$ cat config.mk
export PLATFORM = sky130hd
export DESIGN_NAME = swap_job_table_scheduler
export DESIGN_NICKNAME = d
export VERILOG_FILES = /design/src/rtl/sjts_pkg.sv /design/src/rtl/sjts_mem.sv /design/src/rtl/swap_job_table_scheduler.sv
export SDC_FILE = /design/constraint.sdc
export NUM_CORES = 2
export LEC_CHECK = 0
export BUFFER_PORTS_ARGS = -buffer_cell sky130_fd_sc_hd__buf_4
export CORE_ASPECT_RATIO = 0.75
export CORE_MARGIN = 5
export CORE_UTILIZATION = 60
export CTS_CLUSTER_SIZE = 16
export DETAILED_ROUTE_END_ITERATION = 8
export PLACE_DENSITY_LB_ADDON = 0.25
export SYNTH_ARGS = -nofsm -noshare
export SYNTH_HDL_FRONTEND = slang
export SYNTH_HIERARCHICAL = 1
export SYNTH_SLANG_ARGS = --single-unit
$ cat constraint.sdc
create_clock -name clk -period 9.35 [get_ports clk]
set_input_delay 0.4675 -clock clk [delete_from_list [all_inputs] [get_ports clk]]
set_output_delay 0.4675 -clock clk [all_outputs]
set_load 0.02 [all_outputs]
$ cat src/rtl/sjts_pkg.sv
package sjts_pkg;

  localparam int JOB_COUNT_DEF = 16;
  localparam int KEY_BITS_DEF  = 32;
  localparam logic [15:0] POOL_MARK_RST = 16'd128;
  localparam logic [4:0]  RESERVE_RST   = 5'd8;

  localparam logic [2:0] CMD_WB    = 3'd0;
  localparam logic [2:0] CMD_READ  = 3'd1;
  localparam logic [2:0] CMD_DONE  = 3'd2;
  localparam logic [2:0] CMD_CANCEL = 3'd3;
  localparam logic [2:0] CMD_QUERY = 3'd4;

  localparam logic [1:0] KIND_REPLY   = 2'd0;
  localparam logic [1:0] KIND_RELEASE = 2'd1;
  localparam logic [1:0] KIND_ISSUE   = 2'd2;

  localparam logic [2:0] ST_OK       = 3'd0;
  localparam logic [2:0] ST_DISABLED = 3'd1;
  localparam logic [2:0] ST_RESERVE  = 3'd2;
  localparam logic [2:0] ST_POOL     = 3'd3;
  localparam logic [2:0] ST_FULL     = 3'd4;
  localparam logic [2:0] ST_NOJOB    = 3'd5;

  localparam logic [2:0] OC_RD_OK   = 3'd0;
  localparam logic [2:0] OC_RD_FAIL = 3'd1;
  localparam logic [2:0] OC_WR_OK   = 3'd2;
  localparam logic [2:0] OC_WR_FAIL = 3'd3;
  localparam logic [2:0] OC_WR_CANC = 3'd4;

  localparam logic [1:0] REG_ENABLE  = 2'd0;
  localparam logic [1:0] REG_MARK    = 2'd1;
  localparam logic [1:0] REG_RESERVE = 2'd2;

  typedef enum logic [3:0] {
    S_IDLE, S_DECIDE, S_SCAN, S_SCAN_END, S_DONE_RD, S_DONE_EMIT,
    S_DISP, S_DISP_RD, S_DISP_EMIT, S_OUT
  } state_t;

  // One result item, as it leaves the block.
  typedef struct packed {
    logic [1:0]  kind;
    logic [2:0]  status;
    logic [2:0]  outcome;
    logic [3:0]  job;
    logic [31:0] slot;
    logic        is_read;
    logic        busy;
    logic        last;
  } result_t;

endpackage

$ cat src/rtl/sjts_mem.sv
module sjts_mem #(
  parameter int DEPTH = 16,
  parameter int WIDTH = 32
) (
  input  logic                     clk,
  input  logic                     we,
  input  logic [$clog2(DEPTH)-1:0] waddr,
  input  logic [WIDTH-1:0]         wdata,
  input  logic [$clog2(DEPTH)-1:0] raddr,
  output logic [WIDTH-1:0]         rdata
);

  logic [WIDTH-1:0] mem [DEPTH];

  always_ff @(posedge clk) begin
    if (we) begin
      mem[waddr] <= wdata;
    end
    rdata <= mem[raddr];
  end

endmodule

$ cat src/rtl/swap_job_table_scheduler.sv
// Swap job table scheduler.
// Commands arrive on s_axis; one transaction carries one command, with the
// command code on s_axis_tuser and its operands on s_axis_tdata. Every command
// produces one reply result. An io done may add a slot release. Dispatch then
// adds releases of canceled queued write-backs and at most one issue result.
// All results leave on m_axis: kind on m_axis_tuser, tlast on the last one.
// Configuration is written on cfg_we with cfg_index 0 = enable,
// 1 = pool_high_mark, 2 = writeback_reserve; the user must write it only while
// no command is active (the block does not enforce this). The block handles
// one command at a time. Every reply goes through S_DECIDE and S_DISP; a
// completion adds its slot lookup in S_DONE_RD and S_DONE_EMIT, and cancel or
// query the key scan in S_SCAN, one entry per cycle, and S_SCAN_END. A release
// after a completion goes through S_DISP once the previous result is taken,
// each dispatch result through S_DISP_RD and S_DISP_EMIT, then S_DISP. tready
// comes back the cycle after the last result is taken. Slot and key live in
// two RAMs with a registered read; the flag vectors are flip-flops. Reset
// (rst, synchronous) empties the table, frees the channel and restores
// register defaults. While the receiver holds tready low, the pending result
// waits in its output register and nothing else happens until it is taken.
module swap_job_table_scheduler #(
  parameter int JOB_COUNT = sjts_pkg::JOB_COUNT_DEF,
  parameter int KEY_BITS  = sjts_pkg::KEY_BITS_DEF
) (
  input  logic        clk,
  input  logic        rst,
  input  logic        s_axis_tvalid,
  output logic        s_axis_tready,
  // pool_pages[15:0], page_key[47:16], swap_slot[79:48], job_index[83:80],
  // io_ok[84], zero fill up to bit 87
  input  logic [87:0] s_axis_tdata,
  // cmd[2:0]
  input  logic [2:0]  s_axis_tuser,
  output logic        m_axis_tvalid,
  input  logic        m_axis_tready,
  // status[2:0], outcome[5:3], job_out[9:6], slot_out[41:10],
  // issue_is_read[42], key_busy[43], zero fill up to bit 47
  output logic [47:0] m_axis_tdata,
  // kind[1:0]
  output logic [1:0]  m_axis_tuser,
  output logic        m_axis_tlast,
  input  logic        cfg_we,
  input  logic [1:0]  cfg_index,
  input  logic [15:0] cfg_data
);
  import sjts_pkg::*;

  localparam int JW = $clog2(JOB_COUNT);
  localparam int CW = $clog2(JOB_COUNT + 1);
  localparam int KW = (KEY_BITS < 32) ? KEY_BITS : 32;

  // Configuration.
  logic        enable;
  logic [15:0] pool_high_mark;
  logic [4:0]  writeback_reserve;

  always_ff @(posedge clk) begin
    if (rst) begin
      enable            <= 1'b0;
      pool_high_mark    <= POOL_MARK_RST;
      writeback_reserve <= RESERVE_RST;
    end else if (cfg_we) begin
      case (cfg_index)
        REG_ENABLE:  enable <= cfg_data[0];
        REG_MARK:    pool_high_mark <= cfg_data;
        REG_RESERVE: writeback_reserve <= cfg_data[4:0];
        default:     ;
      endcase
    end
  end

  // Input fields.
  logic [2:0]  in_cmd;
  logic [15:0] in_pool;
  logic [31:0] in_key;
  logic [31:0] in_slot;
  logic [3:0]  in_jix;
  logic        in_ok;

  // Flags and counters.
  logic [JOB_COUNT-1:0] used, flight, is_rd, canc;
  logic [JOB_COUNT-1:0] used_next, flight_next, is_rd_next, canc_next;
  logic [CW-1:0] free_jobs, free_jobs_next;
  logic          chan, chan_next;

  state_t state, state_next;
  logic [2:0]  cmd, cmd_next;
  logic [15:0] pool;
  logic [KW-1:0] key;
  logic [31:0] slot;
  logic [3:0]  jix;
  logic        ok;
  logic [JW-1:0] scan, scan_next;
  logic        hit, hit_next;
  logic [JW-1:0] pick, pick_next;
  logic        after_done, after_done_next;
  result_t     res, res_next;
  logic        pend_rel, pend_rel_next;

  // Memories.
  logic          mem_we;
  logic [JW-1:0] mem_waddr, mem_raddr;
  logic [31:0]   slot_rd;
  logic [KW-1:0] key_rd;

  sjts_mem #(.DEPTH(JOB_COUNT), .WIDTH(32)) u_slot_mem (
    .clk(clk), .we(mem_we), .waddr(mem_waddr), .wdata(slot),
    .raddr(mem_raddr), .rdata(slot_rd)
  );

  sjts_mem #(.DEPTH(JOB_COUNT), .WIDTH(KW)) u_key_mem (
    .clk(clk), .we(mem_we), .waddr(mem_waddr), .wdata(key),
    .raddr(mem_raddr), .rdata(key_rd)
  );

  // Lowest free entry and dispatch pick.
  logic          free_any, rd_any, q_any;
  logic [JW-1:0] free_idx, rd_idx, q_idx;
  always_comb begin
    free_any = 1'b0; free_idx = '0;
    rd_any = 1'b0; rd_idx = '0;
    q_any = 1'b0; q_idx = '0;
    for (int i = JOB_COUNT - 1; i >= 0; i--) begin
      if (!used[i]) begin
        free_any = 1'b1; free_idx = JW'(i);
      end
      if (used[i] && !flight[i] && is_rd[i]) begin
        rd_any = 1'b1; rd_idx = JW'(i);
      end
      if (used[i] && !flight[i]) begin
        q_any = 1'b1; q_idx = JW'(i);
      end
    end
  end

  assign in_cmd  = s_axis_tuser;
  assign in_pool = s_axis_tdata[15:0];
  assign in_key  = s_axis_tdata[47:16];
  assign in_slot = s_axis_tdata[79:48];
  assign in_jix  = s_axis_tdata[83:80];
  assign in_ok   = s_axis_tdata[84];

  assign s_axis_tready = (state == S_IDLE);
  assign m_axis_tvalid = (state == S_OUT);
  assign m_axis_tdata  = {4'b0000, res.busy, res.is_read, res.slot, res.job,
                          res.outcome, res.status};
  assign m_axis_tuser  = res.kind;
  assign m_axis_tlast  = res.last;

  logic jix_ok;
  assign jix_ok = ({28'd0, jix} < 32'(JOB_COUNT));

  always_comb begin
    state_next = state;
    used_next = used; flight_next = flight; is_rd_next = is_rd; canc_next = canc;
    free_jobs_next = free_jobs; chan_next = chan;
    cmd_next = cmd; scan_next = scan; hit_next = hit; pick_next = pick;
    after_done_next = after_done; res_next = res; pend_rel_next = pend_rel;
    mem_we = 1'b0; mem_waddr = free_idx; mem_raddr = scan;
    case (state)
      S_IDLE: begin
        if (s_axis_tvalid) begin
          cmd_next = in_cmd;
          state_next = S_DECIDE;
        end
      end
      S_DECIDE: begin
        res_next = '0;
        after_done_next = 1'b0;
        scan_next = '0;
        hit_next = 1'b0;
        mem_raddr = '0;
        case (cmd)
          CMD_WB: begin
            if (!enable) begin
              res_next.status = ST_DISABLED;
            end else if ({1'b0, 6'(free_jobs)} + 7'(writeback_reserve)
                         <= 7'(JOB_COUNT)) begin
              res_next.status = ST_RESERVE;
            end else if (pool < pool_high_mark) begin
              res_next.status = ST_POOL;
            end else if (!free_any) begin
              res_next.status = ST_FULL;
            end else begin
              mem_we = 1'b1;
              used_next[free_idx] = 1'b1;
              flight_next[free_idx] = 1'b0;
              is_rd_next[free_idx] = 1'b0;
              canc_next[free_idx] = 1'b0;
              free_jobs_next = free_jobs - 1'b1;
              res_next.job = 4'(free_idx);
            end
            state_next = S_DISP;
          end
          CMD_READ: begin
            if (!free_any) begin
              res_next.status = ST_FULL;
            end else begin
              mem_we = 1'b1;
              used_next[free_idx] = 1'b1;
              flight_next[free_idx] = 1'b0;
              is_rd_next[free_idx] = 1'b1;
              canc_next[free_idx] = 1'b0;
              free_jobs_next = free_jobs - 1'b1;
              res_next.job = 4'(free_idx);
            end
            state_next = S_DISP;
          end
          CMD_DONE: begin
            if (!jix_ok || !used[JW'(jix)] || !flight[JW'(jix)]) begin
              res_next.status = ST_NOJOB;
              state_next = S_DISP;
            end else begin
              mem_raddr = JW'(jix);
              state_next = S_DONE_RD;
            end
          end
          CMD_CANCEL, CMD_QUERY: state_next = S_SCAN;
          default: state_next = S_DISP;
        endcase
      end
      S_SCAN: begin
        // key_rd holds the entry at scan
        if (used[scan] && !is_rd[scan] && !canc[scan] && key_rd == key) begin
          hit_next = 1'b1;
          if (cmd == CMD_CANCEL) canc_next[scan] = 1'b1;
        end
        mem_raddr = scan + 1'b1;
        if (32'(scan) == 32'(JOB_COUNT - 1)) begin
          state_next = S_SCAN_END;
        end else begin
          scan_next = scan + 1'b1;
        end
      end
      S_SCAN_END: begin
        res_next.busy = (cmd == CMD_QUERY) && hit;
        state_next = S_DISP;
      end
      S_DONE_RD: begin
        // Keep the completed job addressed so its slot is still read next cycle.
        mem_raddr = JW'(jix);
        state_next = S_DONE_EMIT;
      end
      S_DONE_EMIT: begin
        res_next.job = jix;
        res_next.slot = slot_rd;
        if (is_rd[JW'(jix)]) begin
          res_next.outcome = ok ? OC_RD_OK : OC_RD_FAIL;
          pend_rel_next = 1'b0;
        end else begin
          res_next.outcome = canc[JW'(jix)] ? OC_WR_CANC : (ok ? OC_WR_OK : OC_WR_FAIL);
          pend_rel_next = canc[JW'(jix)] || !ok;
        end
        used_next[JW'(jix)] = 1'b0;
        flight_next[JW'(jix)] = 1'b0;
        is_rd_next[JW'(jix)] = 1'b0;
        canc_next[JW'(jix)] = 1'b0;
        free_jobs_next = free_jobs + 1'b1;
        chan_next = 1'b0;
        after_done_next = 1'b1;
        state_next = S_DISP;
      end
      S_DISP: begin
        // res holds a ready result that has not been shown; decide if more follow
        if (after_done && pend_rel) begin
          res_next.last = 1'b0;
          state_next = S_OUT;
        end else if (enable && !chan && q_any) begin
          pick_next = rd_any ? rd_idx : q_idx;
          mem_raddr = rd_any ? rd_idx : q_idx;
          res_next.last = 1'b0;
          state_next = S_OUT;
        end else begin
          res_next.last = 1'b1;
          state_next = S_OUT;
        end
      end
      S_DISP_RD: begin
        mem_raddr = pick;
        state_next = S_DISP_EMIT;
      end
      S_DISP_EMIT: begin
        res_next = '0;
        res_next.job = 4'(pick);
        res_next.slot = slot_rd;
        if (!is_rd[pick] && canc[pick]) begin
          res_next.kind = KIND_RELEASE;
          used_next[pick] = 1'b0;
          flight_next[pick] = 1'b0;
          is_rd_next[pick] = 1'b0;
          canc_next[pick] = 1'b0;
          free_jobs_next = free_jobs + 1'b1;
        end else begin
          res_next.kind = KIND_ISSUE;
          res_next.is_read = is_rd[pick];
          flight_next[pick] = 1'b1;
          chan_next = 1'b1;
        end
        after_done_next = 1'b0;
        state_next = S_DISP;
      end
      S_OUT: begin
        mem_raddr = pick;
        if (m_axis_tready) begin
          if (res.last) begin
            state_next = S_IDLE;
          end else if (after_done && pend_rel) begin
            res_next.kind = KIND_RELEASE;
            res_next.outcome = OC_RD_OK;
            pend_rel_next = 1'b0;
            after_done_next = 1'b0;
            state_next = S_DISP;
          end else begin
            state_next = S_DISP_RD;
          end
        end
      end
      default: state_next = S_IDLE;
    endcase
  end

  always_ff @(posedge clk) begin
    if (rst) begin
      state <= S_IDLE;
      used <= '0; flight <= '0; is_rd <= '0; canc <= '0;
      free_jobs <= CW'(JOB_COUNT);
      chan <= 1'b0;
      after_done <= 1'b0;
      pend_rel <= 1'b0;
    end else begin
      state <= state_next;
      used <= used_next; flight <= flight_next; is_rd <= is_rd_next;
      canc <= canc_next;
      free_jobs <= free_jobs_next;
      chan <= chan_next;
      after_done <= after_done_next;
      pend_rel <= pend_rel_next;
    end
  end

  always_ff @(posedge clk) begin
    cmd <= cmd_next;
    scan <= scan_next;
    hit <= hit_next;
    pick <= pick_next;
    res <= res_next;
    if (state == S_IDLE && s_axis_tvalid) begin
      pool <= in_pool;
      key  <= KW'(in_key);
      slot <= (in_cmd == CMD_READ || in_cmd == CMD_WB) ? in_slot : in_slot;
      jix  <= in_jix;
      ok   <= in_ok;
    end else if (state == S_DECIDE && cmd == CMD_READ) begin
      key <= '0;
    end
  end

`ifndef SYNTH
  assert property (@(posedge clk) disable iff (rst)
    32'($countones(used)) + 32'(free_jobs) == 32'(JOB_COUNT))
    else $error("free job count out of step with table");
  assert property (@(posedge clk) disable iff (rst)
    $countones(flight) <= 1)
    else $error("more than one job in flight");
  assert property (@(posedge clk) disable iff (rst)
    chan == (flight != '0))
    else $error("channel flag disagrees with in-flight jobs");
  assert property (@(posedge clk) disable iff (rst)
    (flight & ~used) == '0)
    else $error("unused job in flight");
`endif

endmodule
# == Word-level counts from Yosys, hierarchy flattened ==
# Memory sizes are Yosys's and may differ from the RTL's. A register that Yosys moved wholly into a read port is not among the register bits.
# Index checks and enable logic that the tools add are counted.
# W data, S select, Z words.
# word_totals
ff_bits,242
memories,2
input_bits,114
out_inout_bits,53
wordCells,430
ram_bits,1024
# classes
eq_ne,33
n_mux,228
bitwise_logic,19
n_lt_le_gt_ge,10
addsub,4
reduce_logical,105
# memory_table
name,words,width,rd,rd_ports_with_merged_regs,wr,line_no,rtl
u_key_mem.mem,16,32,1,1,1,sjts_mem.sv:13,logic [WIDTH-1:0] mem [DEPTH];
u_slot_mem.mem,16,32,1,1,1,sjts_mem.sv:13,
# op_table
op,count
$mux W16,23
$mux W4,62
$and A16 B16 Y16,11
$pmux W16 S3,3
$pmux W16 S2,4
$pmux W36 S3,1
$mux W1,80
$mux W32,2
$or A16 B16 Y16,4
$pmux W16 S4,1
$not A16 Y16,3
$logic_and A1 B1 Y1,46
$bmux W1 S4,9
$eq A32 B32 Y1,1
$pmux W4 S8,1
$mux W3,10
$mux W5,5
$logic_not A1 Y1,23
$lt A4 B5 Y1 const B,4
$pmux W4 S5,1
$pmux W3 S3,2
$demux W1 S4,4
$eq A4 B3 Y1 const B,4
$ge A4 B1 Y1 const B,4
other kinds (42),91

# == Depth between registers and ports, before layout ==
# logic_depth
word_depth,28
depth_mapped,15
ltp_nobuf,12

# == Cells and area by module ==
# Netlist, hierarchy kept.
# by_module_without_submodules
mod,cells_each,instances,seq_area_each_um2,area_per_inst_um2
sjts_mem,838,2,16015.4,19854.0
swap_job_table_scheduler,1412,1,6286.0,13487.9

# == Least setup slack after synthesis ==
# No wires, ideal clock.
# synth_timing
kind,flip-flop to flip-flop
startpoint,register free_jobs[0]
endpoint,"memory u_key_mem.mem[0][0], enable pin"
path_buffers,1
t_required_ps,8889
path_slack_ps,3648
period_less_slack_ps,5702
path_stages_with_launch,13
arrival_ps,5241
setup_ps,461
path_cell_list,dfxtp_1 ha_1 inv_1 fa_1 nor3b_1 o211a_1 a211oi_1 a31o_2 a31oi_1 nor4_4 buf_2 or3b_2 nor3_1
# synth_via
elab_chain_cells,8
# synth_lines
item,line_no,rtl
from (decl),swap_job_table_scheduler.sv:82,"logic [CW-1:0] free_jobs, free_jobs_next;"
from (signal assigned),swap_job_table_scheduler.sv:325,free_jobs <= CW'(JOB_COUNT);
from (signal assigned),swap_job_table_scheduler.sv:333,free_jobs <= free_jobs_next;
$add A5 B5 Y6,swap_job_table_scheduler.sv:176,"end else if ({1'b0, 6'(free_jobs)} + 7'(writeback_reserve)"
$le A6 B5 Y1,swap_job_table_scheduler.sv:177,<= 7'(JOB_COUNT)) begin
$mux W1,swap_job_table_scheduler.sv:176,
$mux W1,swap_job_table_scheduler.sv:174,if (!enable) begin
$pmux W1 S2,swap_job_table_scheduler.sv:172,case (cmd)
$mux W1,swap_job_table_scheduler.sv:159,case (state)
net mem_we,swap_job_table_scheduler.sv:100,logic mem_we;
$mux W1,sjts_mem.sv:16,if (we) begin
$mux W1 (not written as such),sjts_mem.sv:17,mem[waddr] <= wdata;
to (decl),sjts_mem.sv:13,
# The timed path passes the listed nets, and every way through them passes these cells.

# == Worst setup path in the final report ==
# layout_timing
startpoint,register jix[2]
endpoint,register u_key_mem.rdata[3] (read register of u_key_mem.mem)
# layout_via
elab_chain_cells,7
word_cells_on_any_way,10
classes_between,mux (7); reduce/logical (3)
# layout_lines
item,line_no,rtl
from (decl),swap_job_table_scheduler.sv:90,logic [3:0] jix;
from (signal assigned),swap_job_table_scheduler.sv:350,jix <= in_jix;
$bmux W1 S4,swap_job_table_scheduler.sv:209,if (!jix_ok || !used[JW'(jix)] || !flight[JW'(jix)]) begin
$mux W1 (not written as such),swap_job_table_scheduler.sv:209,
$logic_not A1 Y1,swap_job_table_scheduler.sv:209,
$logic_or A1 B1 Y1 (*),swap_job_table_scheduler.sv:209,
$mux W4 (*),swap_job_table_scheduler.sv:209,
$mux W4 (*),swap_job_table_scheduler.sv:172,
$pmux W4 S5 (*),swap_job_table_scheduler.sv:159,
net mem_raddr[0],swap_job_table_scheduler.sv:101,"logic [JW-1:0] mem_waddr, mem_raddr;"
to (decl),sjts_mem.sv:10,output logic [WIDTH-1:0] rdata
# The timed path passes the listed nets; every way through them passes the cells marked *. The select of a mux whose other input is x is not followed.
# A chain may end at the register's enable or synchronous reset.

==> results.json <==
{
  "status": "finished, final reports clean",
  "rr_endpoint": "u_key_mem/rdata[3]",
  "hp-start": "cfg_data[10]",
  "setup_tns_ps": 0,
  "holdPathEnd": "pool_high_mark[10]",
  "drt_iter0_markers": 4059,
  "place_ws_ps": 3320,
  "synth_edf_count": 1168,
  "fin_crit_sh_pct": 66.6,
  "rr_worst_depth": 12,
  "grt_max_degree": 147,
  "hold_class": "input port to flip-flop",
  "r2r_setup_slack_ps": 3120,
  "dp.cells": 4294,
  "maxSlewHeadroom_pct": 8.25,
  "intPower_uw": 11600,
  "ys_seq_area_share_pct": 72.0,
  "worst_slew_pin_slew_ps": 1380,
  "start_util_pct": 60.5,
  "final_util_pct": 68.7,
  "fin_ws_ps": 3120,
  "avgSynthCellArea_um2": 17.2,
  "hold_depth": 3,
  "fp-row-count": 94,
  "routed-via-count": 30466,
  "layoutNonFillerInstCount": 4575,
  "cts.clk_slew.worst_paths_ps": 60,
  "insertion_delay_ps": 740,
  "p_sw_uw": 4870,
  "crit_type": "flip-flop to flip-flop",
  "ys_warn_count": 6,
  "swShare_pct": 29.5,
  "finalCriticalPeriod_ps": 6230,
  "ys_ff_latch": 1330,
  "multi_input_area_mm2": 0.0141,
  "grt_overflow": 0,
  "synth_xor_xnor_area_share_pct": 0.642,
  "diodes": 0,
  "fin_skew_ps": 65.9,
  "synth_top_area_share_pct": 65.9,
  "cts-hold-fix-buffers": 56,
  "peakVddDrop_v": 0.000323,
  "die_y_um": 268,
  "die_x_um": 354,
  "hold_viol_final": 0,
  "async_reset_ff_share_pct": 0,
  "drtPass1Iterations": 6,
  "totalWireLength_mm": 137,
  "gp_congestion": 0.983,
  "via_per_inst": 6.66,
  "cp-start-kind": "flip-flop",
  "cts_resized": 0,
  "cts_inserted_buffers": 118,
  "cts_buffer_depth": 3,
  "grt_usage_pct": 28.9,
  "ant_nets": 0,
  "synth_compound_area_share_pct": 6.18,
  "nFillCells": 5412,
  "synth_top_cell_by_area": "edfxtp_1",
  "ios": 167,
  "synthAdderAreaFrac_pct": 0.710,
  "layout-drive-gt1-share_pct": 22.7,
  "die_area_mm2": 0.0948,
  "clock_sinks": 1330,
  "synth_top_family_by_area": "multiplexers",
  "r2r-start": "jix[2]",
  "grt_pass1_wl_mm": 202,
  "worst-endpoint-required_ps": 9950,
  "crit_path_end_kind": "flip-flop",
  "post_cts_buffers": 0,
  "cap_viol_max_count": 0,
  "clkPwrFrac_pct": 29.5,
  "synth_cell_types": 90,
  "synth_top_flop_cell": "edfxtp_1",
  "cts_root_buf": "clkbuf_16",
  "synthTopCellsByArea": "edfxtp_1 66%, mux4_2 12%, dfxtp_1 6.1%, a22oi_1 2.0%, nand2_1 1.5%",
  "leakagePower_uw": 0.0198,
  "p_per_area_mw_per_mm2": 273,
  "cts_tree": "done",
  "antenna_found_initial": 1,
  "htreeDepth": 3,
  "combPwrFrac_pct": 25.4,
  "io_buffers": 159,
  "core_mm2": 0.0879,
  "seq_power_share_pct": 45.1,
  "slew_viol_final": 0,
  "synth-simple-area-share_pct": 6.35,
  "regArea_mm2": 0.0383,
  "clock.fmax_mhz": 161,
  "wl_per_cell_um": 29.9,
  "grt_pass1_vias": 30648,
  "finalSetupViolCount": 0,
  "power_uw": 16500,
  "hpwlAfterDp_mm": 76.1,
  "cp.arrival_ps": 6830,
  "area_growth_pct": 13.4,
  "fin_nets": 3461,
  "grt_setup_unrepaired": "no",
  "synth_cells": 3088,
  "worstPathMaxFanout": 124,
  "drc": 0,
  "synth_mux_area_share_pct": 12.1,
  "syn_area_mm2": 0.0532
}
==> area by class of cell <==
type / count / area share [%]
Clock buffer: 159 / 5.40
Clock inverter: 66 / 1.09
Inverter: 56 / 0.348
Multi-Input combinational cell: 1525 / 23.4
Sequential cell: 1330 / 63.5
Tap cell: 1152 / 2.39
Timing Repair Buffer: 287 / 3.85
==> synth_stat cells, drive strengths merged, types with 5 or more instances <==
master	count
o21a	8
a21o	9
nand3b	18
a221oi	8
a21oi	105
nor2b	31
nand4	12
a31oi	27
a311oi	15
nor2	145
ha	27
or2	5
o2111ai	6
nand3	42
edfxtp	1168
or3	5
mux2i	9
o211ai	9
and3	38
o21ai	77
a31o	5
dfxtp	162
buf	82
nand2b	28
nor4	10
nor3b	8
a22oi	139
a211oi	16
mux4	281
nor3	72
inv	55
xor2	32
xnor2	7
clkbuf	98
nand2	211
and2	42
==> stage by stage <==
step | cell area (µm²) | hold slack, ps
floorplan | 53200 | 432
global route | 60300 | 25.9
global placement | 55800 | 440
finish | 60300 | 32.3
CTS | 60300 | 0.923
detailed placement | 55800 | 453
==> power by group through the flow <==
stage	Combinational [µW]	Clock [µW]	Sequential (µW)
floorplan	3080	0	7440
global placement	4050	0	7510
detailed placement	4130	0	7550
CTS	4190	4920	7440
global route	4480	5200	7490
finish	4190	4860	7440
==> cell usage in the layout, fill, tap and decap left out, drive strengths merged, types with 7 or more instances in the layout <==
cell type    netlist  layout
bufinv             0       8
clkbuf            98     159
buf               82     231
nor3              72      72
a21o               9       9
o21a               8       8
dlygate4sd3        0      56
o21ai             77      77
o211ai             9       9
and3              38      38
nand2            211     211
nor4              10      10
nor2b             31      31
inv               55      57
and2              42      42
nor2             145     145
mux4             281     281
a311oi            15      15
mux2i              9       9
nand3             42      42
a22oi            139     139
a211oi            16      16
nand2b            28      28
ha                27      27
edfxtp          1168    1168
xor2              32      32
dfxtp            162     162
clkinvlp           0      11
clkinv             1      46
a21oi            105     105
xnor2              7       7
nand3b            18      18
a31oi             27      27
nor3b              8       8
nand4             12      12
a221oi             8       8
==> registers in the layout, summed over array words and instances, names as in the netlist, 32 cells and up, named ones only <==
register / flops
u_slot_mem/mem: 512
u_key_mem/rdata: 32
u_slot_mem/rdata: 32
u_key_mem/mem: 512
m_axis_tdata: 44
slot: 32
key: 32
==> worst max-delay path by stage <==
stage | start | endpoint | slack [ps] | cells after the start
2_1_floorplan | free_jobs[0] | u_key_mem/mem[0][0] | 3650 | 12
3_3_place_gp | jix[2] | u_slot_mem/rdata[15] | 3340 | 12
3_5_place_dp | jix[2] | u_slot_mem/rdata[23] | 3320 | 12
4_1_cts | jix[2] | u_slot_mem/rdata[7] | 3340 | 12
5_1_grt | jix[2] | u_slot_mem/rdata[23] | 2960 | 12
6_report | jix[2] | u_key_mem/rdata[3] | 3120 | 12
==> cells by family (layout without fill, tap and decap cells) <==
family	after synthesis	after routing
AO/OA/AOI/OAI	479	479
buffers and inverters	236	568
AND/OR/NAND/NOR	684	684
multiplexers	290	290
adder cells (fa/ha/maj)	29	29
other	1	4
XOR/XNOR	39	39
flip-flops	1330	1330
==> per-layer routing <==
layer  up-vias  global-route usage, %  part of all wire [%]
met3       265                   5.80                    10
met2      1699                   45.8                    48
li1      12801                      -                     -
met4         2                   8.01                   2.7
met1     15699                   42.0                    40
met5         -                      0                0.0066
==> worst max-delay path, stage by stage, from the launching register on <==
cell and delay, ps:
edfxtp_1 890, clkinv_1 620, mux4_2 480, o22a_1 230
o221a_2 180, or4_1 590, o21a_1 230, o21ai_0 110
o211a_4 740, buf_12 540, mux4_2 650, a22oi_1 240
nand2_1 80
Power figures use the tool's default switching activity.
